`src/design/isur_pkg.sv`:
```
package isur_pkg;

  // register byte addresses on the configuration port
  localparam int unsigned ADDR_W = 4;
  localparam logic [ADDR_W-1:0] ADDR_ENABLE     = 4'h0;
  localparam logic [ADDR_W-1:0] ADDR_BIT_PERIOD = 4'h4;
  localparam logic [ADDR_W-1:0] ADDR_FIRST_DLY  = 4'h8;

  // frame format
  localparam int unsigned DATA_BITS = 8;
  localparam int unsigned COUNT_W   = 4;
  localparam int unsigned TICK_W    = 16;
  localparam logic [DATA_BITS-1:0] TOP_BIT = 8'h80;

  // register reset values
  localparam logic [TICK_W-1:0] BIT_PERIOD_RST = 16'd17;
  localparam logic [TICK_W-1:0] FIRST_DLY_RST  = 16'd25;

  typedef struct packed {
    logic              enable;
    logic [TICK_W-1:0] bit_period;
    logic [TICK_W-1:0] first_sample_delay;
  } isur_cfg_t;

  typedef struct packed {
    logic                 valid;
    logic [DATA_BITS-1:0] data;
  } isur_res_t;

endpackage

```
`src/design/isur_rx.sv`:
```
module isur_rx
  import isur_pkg::*;
(
  input  logic      clk,
  input  logic      rst_n,
  input  logic      tick_valid,
  input  logic      tick_level,
  input  isur_cfg_t cfg,
  input  logic      clear,
  output isur_res_t res
);

  logic                 prev_level_r, prev_level_nxt;
  logic                 receiving_r, receiving_nxt;
  logic [COUNT_W-1:0]   bits_taken_r, bits_taken_nxt;
  logic [DATA_BITS-1:0] shift_r, shift_nxt;
  logic [TICK_W-1:0]    tick_count_r, tick_count_nxt;

  logic [TICK_W-1:0]    tick_inc;
  logic [TICK_W-1:0]    target;
  logic [DATA_BITS-1:0] shifted;

  assign tick_inc = tick_count_r + 1'b1;
  assign target   = (bits_taken_r == '0) ? cfg.first_sample_delay : cfg.bit_period;
  assign shifted  = (bits_taken_r == '0) ? '0 : (shift_r >> 1);

  // one tick of the receiver
  always_comb begin
    prev_level_nxt = prev_level_r;
    receiving_nxt  = receiving_r;
    bits_taken_nxt = bits_taken_r;
    shift_nxt      = shift_r;
    tick_count_nxt = tick_count_r;
    res.valid      = 1'b0;
    res.data       = shift_r;
    if (tick_valid) begin
      prev_level_nxt = tick_level;
      if (!cfg.enable) begin
        receiving_nxt  = 1'b0;
        bits_taken_nxt = '0;
        shift_nxt      = '0;
        tick_count_nxt = '0;
      end else if (!receiving_r) begin
        // start bit shows as a rising edge on the inverted line
        if (tick_level && !prev_level_r) begin
          receiving_nxt  = 1'b1;
          bits_taken_nxt = '0;
          tick_count_nxt = '0;
        end
      end else if (tick_inc != target) begin
        tick_count_nxt = tick_inc;
      end else begin
        tick_count_nxt = '0;
        if (bits_taken_r < COUNT_W'(DATA_BITS)) begin
          // sample inverted, shifted in from the top
          shift_nxt      = tick_level ? shifted : (shifted | TOP_BIT);
          bits_taken_nxt = bits_taken_r + 1'b1;
        end else begin
          res.valid      = 1'b1;
          receiving_nxt  = 1'b0;
          bits_taken_nxt = '0;
        end
      end
    end
    // disabling by register write drops any progress
    if (clear) begin
      receiving_nxt  = 1'b0;
      bits_taken_nxt = '0;
      shift_nxt      = '0;
      tick_count_nxt = '0;
    end
  end

  always_ff @(posedge clk) begin
    if (!rst_n) begin
      prev_level_r <= 1'b0;
      receiving_r  <= 1'b0;
      bits_taken_r <= '0;
      shift_r      <= '0;
      tick_count_r <= '0;
    end else begin
      prev_level_r <= prev_level_nxt;
      receiving_r  <= receiving_nxt;
      bits_taken_r <= bits_taken_nxt;
      shift_r      <= shift_nxt;
      tick_count_r <= tick_count_nxt;
    end
  end

endmodule

```
`src/design/inverted_soft_uart_receiver_core.sv`:
```
// Timer-sampled receiver for an inverted 8-bit serial line.
// Input channel: one beat per line tick (in_valid / in_stall, in_line_level).
// Output channel: one beat per received byte (out_valid / out_stall,
// out_received_byte), least significant bit first, bits inverted from the line.
// Configuration: APB-style port, enable at 0x0, bit_period at 0x4,
// first_sample_delay at 0x8; pready is tied high, reads return the registers.
// Throughput: one tick accepted every cycle while in_stall is low; the tick
// state update is a single compare and increment of the 16-bit tick counter.
// A byte is registered in the output register, or in the skid entry if full.
// Reset (rst_n, synchronous): receiver idle, enable 0, bit_period 17,
// first_sample_delay 25, output empty.
// Stalling: the output register plus one skid entry hold results; in_stall
// rises only while both are full, so ticks keep flowing while one byte waits.
module inverted_soft_uart_receiver_core
  import isur_pkg::*;
(
  input  logic                 clk,
  input  logic                 rst_n,
  input  logic                 in_valid,
  output logic                 in_stall,
  input  logic                 in_line_level,
  output logic                 out_valid,
  input  logic                 out_stall,
  output logic [DATA_BITS-1:0] out_received_byte,
  input  logic                 psel,
  input  logic                 penable,
  input  logic                 pwrite,
  input  logic [ADDR_W-1:0]    paddr,
  input  logic [31:0]          pwdata,
  output logic [31:0]          prdata,
  output logic                 pready
);

  isur_cfg_t cfg_r, cfg_nxt;
  logic      cfg_wr;
  logic      clear;
  logic      tick_acc;
  isur_res_t res;

  logic                 out_valid_r, out_valid_nxt;
  logic [DATA_BITS-1:0] out_byte_r, out_byte_nxt;
  logic                 skid_valid_r, skid_valid_nxt;
  logic [DATA_BITS-1:0] skid_byte_r, skid_byte_nxt;

  // register access
  assign pready = 1'b1;
  assign cfg_wr = psel && penable && pwrite;
  assign clear  = cfg_wr && (paddr == ADDR_ENABLE) && !pwdata[0];

  always_comb begin
    cfg_nxt = cfg_r;
    if (cfg_wr) begin
      case (paddr)
        ADDR_ENABLE:     cfg_nxt.enable             = pwdata[0];
        ADDR_BIT_PERIOD: cfg_nxt.bit_period         = pwdata[TICK_W-1:0];
        ADDR_FIRST_DLY:  cfg_nxt.first_sample_delay = pwdata[TICK_W-1:0];
        default:         cfg_nxt = cfg_r;
      endcase
    end
  end

  always_comb begin
    case (paddr)
      ADDR_ENABLE:     prdata = {31'd0, cfg_r.enable};
      ADDR_BIT_PERIOD: prdata = {16'd0, cfg_r.bit_period};
      ADDR_FIRST_DLY:  prdata = {16'd0, cfg_r.first_sample_delay};
      default:         prdata = '0;
    endcase
  end

  // tick processing
  assign in_stall = skid_valid_r;
  assign tick_acc = in_valid && !in_stall;

  isur_rx u_rx (
    .clk        (clk),
    .rst_n      (rst_n),
    .tick_valid (tick_acc),
    .tick_level (in_line_level),
    .cfg        (cfg_r),
    .clear      (clear),
    .res        (res)
  );

  // output register with one skid entry
  always_comb begin
    out_valid_nxt  = out_valid_r;
    out_byte_nxt   = out_byte_r;
    skid_valid_nxt = skid_valid_r;
    skid_byte_nxt  = skid_byte_r;
    if (out_valid_r && !out_stall) begin
      if (skid_valid_r) begin
        out_byte_nxt   = skid_byte_r;
        skid_valid_nxt = 1'b0;
      end else begin
        out_valid_nxt = 1'b0;
      end
    end
    if (res.valid) begin
      if (!out_valid_nxt) begin
        out_valid_nxt = 1'b1;
        out_byte_nxt  = res.data;
      end else begin
        skid_valid_nxt = 1'b1;
        skid_byte_nxt  = res.data;
      end
    end
  end

  assign out_valid         = out_valid_r;
  assign out_received_byte = out_byte_r;

  always_ff @(posedge clk) begin
    if (!rst_n) begin
      cfg_r.enable             <= 1'b0;
      cfg_r.bit_period         <= BIT_PERIOD_RST;
      cfg_r.first_sample_delay <= FIRST_DLY_RST;
      out_valid_r              <= 1'b0;
      skid_valid_r             <= 1'b0;
    end else begin
      cfg_r        <= cfg_nxt;
      out_valid_r  <= out_valid_nxt;
      skid_valid_r <= skid_valid_nxt;
    end
  end

  always_ff @(posedge clk) begin
    out_byte_r  <= out_byte_nxt;
    skid_byte_r <= skid_byte_nxt;
  end

endmodule
```
`config.mk`:
```
export PLATFORM = sky130hd
export DESIGN_NAME = inverted_soft_uart_receiver_core
export DESIGN_NICKNAME = d
export VERILOG_FILES = /design/src/design/isur_pkg.sv /design/src/design/isur_rx.sv /design/src/design/inverted_soft_uart_receiver_core.sv
export SDC_FILE = /design/constraint.sdc
export NUM_CORES = 1
export LEC_CHECK = 0
export ABC_AREA = 1
export BUFFER_PORTS_ARGS = -buffer_cell sky130_fd_sc_hd__buf_2
export CORE_MARGIN = 1
export CORE_UTILIZATION = 63
export CTS_BUF_LIST = sky130_fd_sc_hd__clkbuf_4 sky130_fd_sc_hd__clkbuf_8
export DETAILED_ROUTE_END_ITERATION = 16
export PLACE_DENSITY_LB_ADDON = 0.2
export REMOVE_ABC_BUFFERS = 1
export SYNTH_ARGS = -nofsm -noshare
export SYNTH_HDL_FRONTEND = slang
export SYNTH_HIERARCHICAL = 1
export SYNTH_SLANG_ARGS = --single-unit
export TNS_END_PERCENT = 100
```
`constraint.sdc`:
```
create_clock -name clk -period 3.35 [get_ports clk]
set_input_delay 0.335 -clock clk [delete_from_list [all_inputs] [get_ports clk]]
set_output_delay 0.335 -clock clk [all_outputs]
set_load 0.01 [all_outputs]
```
==> flow_summary.yaml, run 1 <==
synth:
  avgSynthCellArea_um2: 6.22
  ys_seq_area_share_pct: 33.5
  ys_ff_latch: 81
  ys.flop_type: "dfxtp_1"
  yosys_warnings: 6
  synth_cell_types: 37
  synthArstFlopShare_pct: 0
  mappedNetlistArea_um2: 5080
  synth_edf_count: 8
  synthesis.instances: 818
setup_path:
  r2r_slack_ns: 0.45
  r2r_end: "skid_byte_r[3]$_DFFE_PP_"
  rr_worst_depth: 16
  worstSetupStartpoint: "u_rx/bits_taken_r[0]$_SDFFE_PP0P_"
  crit_fanout: 19
  critPathLaunchType: "flop"
  critPathArrivalTime_ns: 2.93
  worstPathRequired_ns: 3.38
  r2r-start: "u_rx/bits_taken_r[0]$_SDFFE_PP0P_"
  end_kind: "flop"
  crit_type: "flop to flop"
power_and_ir_drop:
  seqPwrFrac_pct: 53.2
  max-vdd-ir-drop_mv: 0.230
  cellLeakagePower_nw: 2.66
  p_sw_mw: 0.522
  p_comb_share_pct: 11.1
  p_int_mw: 1.34
  pwr-share-clk_pct: 35.7
  swShare_pct: 28.1
  power_per_cell_area_nw_per_um2: 338
cts:
  cts_tree: "yes"
  cts_max_path_buffers: 2
  cts.clk_slew.worst_paths_ns: 0.08
  clock-sinks: 81
  numCtsBuffers: 9
  root_buffer: "clkbuf_8"
  htree_num_levels: 3
  worstSkewPairLatency_ns: 0.36
route:
  drc: 0
  drt-pass1-iter-count: 5
  vias_per_cell: 5.15
  ant_nets: 0
  drtIter0Drc: 266
  wirelength_mm: 11.6
  vias: 4995
  avgRoutedWirePerCell_um: 12.0
placement:
  gp_congestion: 0.908
  place_area_um2: 5320
  dp_hpwl_mm: 8.24
  place_ws_ns: 0.332
  port_buffers: 53
worst_hold_path:
  min_path_type: "input pin to flop"
  hold_depth: 3
  min_from: "pwdata[4]"
  hold-path-endpoint: "cfg_r[20]$_SDFFE_PN1P_"
floorplanning:
  die_w_um: 91.8
  boundaryPins: 87
  dieHeight_um: 91.8
  initial_core_util_pct: 65.5
  dieArea_um2: 8430
  core_um2: 7770
  row_count: 32
timing:
  hold_viol: 0
  fmax_mhz: 345
  worstMarginPinSlew_ns: 0.830
  grt_setup_unrepaired: "no"
  period_minus_slack_ns: 2.90
  period_share_pct: 86.6
  max_slew_margin_pct: 44.6
  drv_slew: 0
  layout_setup_ws_ns: 0.448
  setup_viol: 0
  fin_skew_ns: 0.0145
  tns_ns: 0
global_route:
  antenna_found_initial: 0
  grt_usage_pct: 29.5
  grt_max_degree: 36
  grt_overflow: 0
  grt_pass1_wl_mm: 20.1
  grt_pass1_vias: 4651
finish:
  layout_common_cells: "nand2_1, nor2_1, inv_1"
  area_growth_pct: 8.12
  seq_area_um2: 1700
  nFillCells: 680
  multi_input_area_um2: 2770
  fin_area_um2: 5500
  layout_commonest_cell: "nand2_1"
  drive_above_1_share_pct: 14.6
  diodes: 0
  nets: 910
status:
  outcome: "completed"
job:
  max_cap_violations: 0
==> critical path, cell delays in order (launching register included) <==
cell and delay, ns:
dfxtp_1 0.34, inv_1 0.08, ha_1 0.19, nand2_4 0.16
inv_2 0.29, nand2_1 0.08, nand2_1 0.09, inv_1 0.04
nand2_1 0.05, nand2_1 0.06, nor3b_1 0.22, nand3b_1 0.12
nor2_1 0.21, nand2_1 0.10, nor2_1 0.17, nand2_1 0.09
inv_1 0.25
==> cells by family (layout without fill, tap and decap cells) <==
kind of cell / count (synthesis) / after routing / share of synthesized area (%)
simple gates: 533 / 533 / 45.7
buf+inv: 146 / 181 / 13.5
flops: 81 / 81 / 33.5
compound gates: 46 / 46 / 5.24
xor+xnor: 7 / 7 / 1.21
fa+ha+maj: 3 / 3 / 0.738
other cells: 2 / 17 / 0.148
==> repair_timing <==
| action | CTS | global route |
|---|---|---|
| hold buffers | 0 | 0 |
| hold endpoints to repair | 0 | 0 |
| setup endpoints to repair | 0 | 16 |
| setup buffers | 0 | 0 |
| resized for setup | 0 | 1 |
==> power by group through the flow <==
stage	clock [mW]	sequential (mW)	combinational, mW
floorplan	0	1.01	0.132
global placement	0	1.01	0.196
detailed placement	0	1.01	0.202
CTS	0.676	0.988	0.203
global route	0.714	0.990	0.232
finish	0.664	0.988	0.206
==> sequential cells by signal, summed over array words and instances (netlist names) <==
name / cells
u_rx/receiving_r: 1
u_rx/prev_level_r: 1
skid_byte_r: 8
cfg_r: 33
out_received_byte: 8
u_rx/bits_taken_r: 4
u_rx/tick_count_r: 16
out_valid: 1
in_stall: 1
u_rx/shift_r: 8
==> worst max-delay path by stage <==
stage / endpoint / slack (ns) / cells after the start
2_1_floorplan: skid_byte_r[0]$_DFFE_PP_ / 0.92 / 17
6_report: skid_byte_r[3]$_DFFE_PP_ / 0.45 / 16
4_1_cts: skid_byte_r[3]$_DFFE_PP_ / 0.30 / 15
5_1_grt: out_received_byte[6]$_DFF_P_ / 0.01 / 18
3_5_place_dp: skid_byte_r[3]$_DFFE_PP_ / 0.33 / 15
3_3_place_gp: skid_byte_r[0]$_DFFE_PP_ / 0.45 / 15
==> area by class of cell <==
| cell class | instances | share of cell area [%] |
|---|---|---|
| sequential | 81 | 31.0 |
| clock buffer | 11 | 2.53 |
| multi-input combinational | 606 | 50.3 |
| clock inverter | 5 | 0.683 |
| timing repair buffer | 62 | 6.05 |
| tap | 102 | 2.32 |
| inverter | 103 | 7.12 |
==> routing by layer <==
metal / wire (um) / track usage (%) / vias to the layer above
li1: - / - / 2578
met4: 225 / 11.7 / 0
met1: 5060 / 35.8 / 2226
met2: 5710 / 52.7 / 172
met5: 0 / 0 / -
met3: 641 / 3.57 / 19
==> metrics by stage <==
step	std cells	utilization [%]	hold slack (ns)	power (mW)
floorplan	790	-	0.420	1.14
global placement	954	68.4	0.451	1.21
detailed placement	954	68.4	0.449	1.21
CTS	970	70.7	0.191	1.87
global route	970	70.8	0.197	1.94
finish	970	70.8	0.200	1.86
==> synthesized netlist by cell type (2+ instances only) <==
| cell type | instances | share of area (%) |
|---|---|---|
| inv_1 | 97 | 7.2 |
| nand3_1 | 65 | 6.4 |
| buf_1 | 2 | 0.15 |
| nand3_4 | 3 | 1.0 |
| xor2_1 | 4 | 0.69 |
| buf_6 | 4 | 0.89 |
| clkinv_2 | 2 | 0.20 |
| nor3_1 | 2 | 0.20 |
| dfxtp_1 | 73 | 29 |
| a21oi_2 | 5 | 0.86 |
| inv_2 | 3 | 0.22 |
| nand2_1 | 299 | 22 |
| clkbuf_1 | 6 | 0.44 |
| nand3b_1 | 3 | 0.44 |
| nand2_2 | 9 | 1.1 |
| nand3_2 | 5 | 0.98 |
| nor2_2 | 5 | 0.62 |
| o21ai_0 | 11 | 1.1 |
| buf_4 | 17 | 2.5 |
| buf_2 | 12 | 1.2 |
| nor2_4 | 7 | 1.6 |
| nor2_1 | 113 | 8.3 |
| nand2_4 | 2 | 0.44 |
| edfxtp_1 | 8 | 4.7 |
| o21ai_1 | 5 | 0.49 |
| conb_1 | 2 | 0.15 |
| ha_1 | 3 | 0.74 |
| a21oi_1 | 23 | 2.3 |
| xnor2_1 | 3 | 0.52 |
| or2_2 | 2 | 0.25 |
| nand4_1 | 17 | 2.1 |
(Power assumes the default switching activity.)
==> run 2, diff against run 1 <==
--- a/config.mk
+++ b/config.mk
@@ -8,8 +8,7 @@
 export ABC_AREA = 1
 export BUFFER_PORTS_ARGS = -buffer_cell sky130_fd_sc_hd__buf_2
 export CORE_MARGIN = 1
-export CORE_UTILIZATION = 63
-export CTS_BUF_LIST = sky130_fd_sc_hd__clkbuf_4 sky130_fd_sc_hd__clkbuf_8
+export CORE_UTILIZATION = 61
 export DETAILED_ROUTE_END_ITERATION = 16
 export PLACE_DENSITY_LB_ADDON = 0.2
 export REMOVE_ABC_BUFFERS = 1
==> flow_summary.yaml, run 2 (synthesis results as in run 1) <==
finish:
  diodes: 0
  largest-register: "cfg_r"
  layout_common_cells: "nand2_1, nor2_1, inv_1"
  instances_no_fill: 970
  drive_above_1_share_pct: 14.4
  largest_reg_flops: 33
  nFillCells: 700
  layout_commonest_cell: "nand2_1"
  fin_area_um2: 5530
  post-route-util_pct: 70.1
  nets: 910
  top_regs: "cfg_r (33), u_rx/tick_count_r (16)"
  area_growth_pct: 8.78
timing:
  max_slew_margin_pct: 46.6
  drv_slew: 0
  grt_setup_unrepaired: "no"
  hold_viol: 0
  worstMarginPinSlew_ns: 0.800
  fin_skew_ns: 0.0111
  hold_slack_ns: 0.211
  setup_viol: 0
  fmax_mhz: 332
  period_minus_slack_ns: 3.01
  period_share_pct: 89.8
  tns_ns: 0
  layout_setup_ws_ns: 0.341
global_route:
  grt_usage_pct: 28.2
  grt_max_degree: 36
  grt_pass1_vias: 4550
  grt_overflow: 0
  antenna_found_initial: 0
  grt_pass1_wl_mm: 19.8
worst_hold_path:
  min_path_type: "input pin to flop"
floorplanning:
  boundaryPins: 87
  dieArea_um2: 8700
  core_um2: 7890
  initial_core_util_pct: 64.5
  die_w_um: 93.3
  row_count: 32
  dieHeight_um: 93.3
power_and_ir_drop:
  power_per_cell_area_nw_per_um2: 359
  max-vdd-ir-drop_mv: 0.213
  power_mw: 1.98
  cellLeakagePower_nw: 2.67
route:
  drc: 0
  avgRoutedWirePerCell_um: 11.8
  ant_nets: 0
  drtIter0Drc: 240
  drt-pass1-iter-count: 7
  vias: 4961
  wirelength_mm: 11.4
  vias_per_cell: 5.11
cts:
  numCtsBuffers: 9
  htree_num_levels: 3
  post_cts_resized: 0
  cts_max_path_buffers: 2
  worstSkewPairLatency_ns: 0.35
  postCtsSetupBuffers: 0
  cts_tree: "yes"
  cts.clk_slew.worst_paths_ns: 0.08
  clock-sinks: 81
  cts-hold-fix-buffers: 0
  root_buffer: "clkbuf_8"
placement:
  place_area_um2: 5310
  dp.cells: 954
  gp_congestion: 0.875
  port_buffers: 53
  place_ws_ns: 0.374
  dp_hpwl_mm: 8.13
job:
  max_cap_violations: 0
setup_path:
  end_kind: "flop"
  crit_fanout: 18
  critPathArrivalTime_ns: 3.30
  critPathLaunchType: "flop"
  worstPathRequired_ns: 3.64
  crit_type: "flop to flop"
status:
  outcome: "completed"
==> run 2: changes by cell type in the layout (fill, tap and decap cells not counted), sizes merged <==
cell	change
bufinv	+2
inv	-3
clkinv	+1
==> run 2: worst paths after layout <==
path | from | endpoint | slack, ns | cells after the start
worst min-delay path | pwdata[4] | cfg_r[20]$_SDFFE_PN1P_ | 0.21 | 3
worst max-delay path | u_rx/bits_taken_r[0]$_SDFFE_PP0P_ | out_received_byte[1]$_DFF_P_ | 0.34 | 18
worst max register to register | u_rx/bits_taken_r[0]$_SDFFE_PP0P_ | out_received_byte[1]$_DFF_P_ | 0.34 | 18
worst min register to register | u_rx/shift_r[0]$_SDFFE_PP0P_ | skid_byte_r[0]$_DFFE_PP_ | 0.47 | 0
==> run 2: layer usage <==
metal / routed length [um] / GRT usage [%]
met5: 0 / 0
met4: 195 / 8.59
met1: 5290 / 36.0
met3: 653 / 4.88
met2: 5300 / 48.4
==> run 2: power breakdown <==
group | switching, mW | internal, mW | leakage [nW]
Clock | 0.369 | 0.421 | 0.104
Sequential | 0.00633 | 0.982 | 0.678
Combinational | 0.143 | 0.0630 | 1.89
Total | 0.518 | 1.47 | 2.67
==> run 2: area by class of cell <==
cell class | count | area [um2] | area share, %
Tap cell | 102 | 128 | 2.31
Timing Repair Buffer | 62 | 333 | 6.02
Multi-Input combinational cell | 606 | 2770 | 50.0
Clock inverter | 5 | 81.3 | 1.47
Sequential cell | 81 | 1700 | 30.8
Inverter | 103 | 392 | 7.08
Clock buffer | 11 | 131 | 2.38
==> run 2: worst max-delay path, cell delays in order (launching register included) <==
cell and delay [ns]:
dfxtp_1 0.34, inv_1 0.08, ha_1 0.20, nand2_4 0.15, inv_2 0.30, nand2_1 0.11
nand2_1 0.13, inv_1 0.07, nand2_1 0.07, nand2_1 0.09, nor3b_1 0.20, nand3b_1 0.11
nor2_1 0.20, nand2_1 0.09, nor2_1 0.17, nand2_1 0.27, inv_2 0.21, nand2_1 0.08
nand2_1 0.07
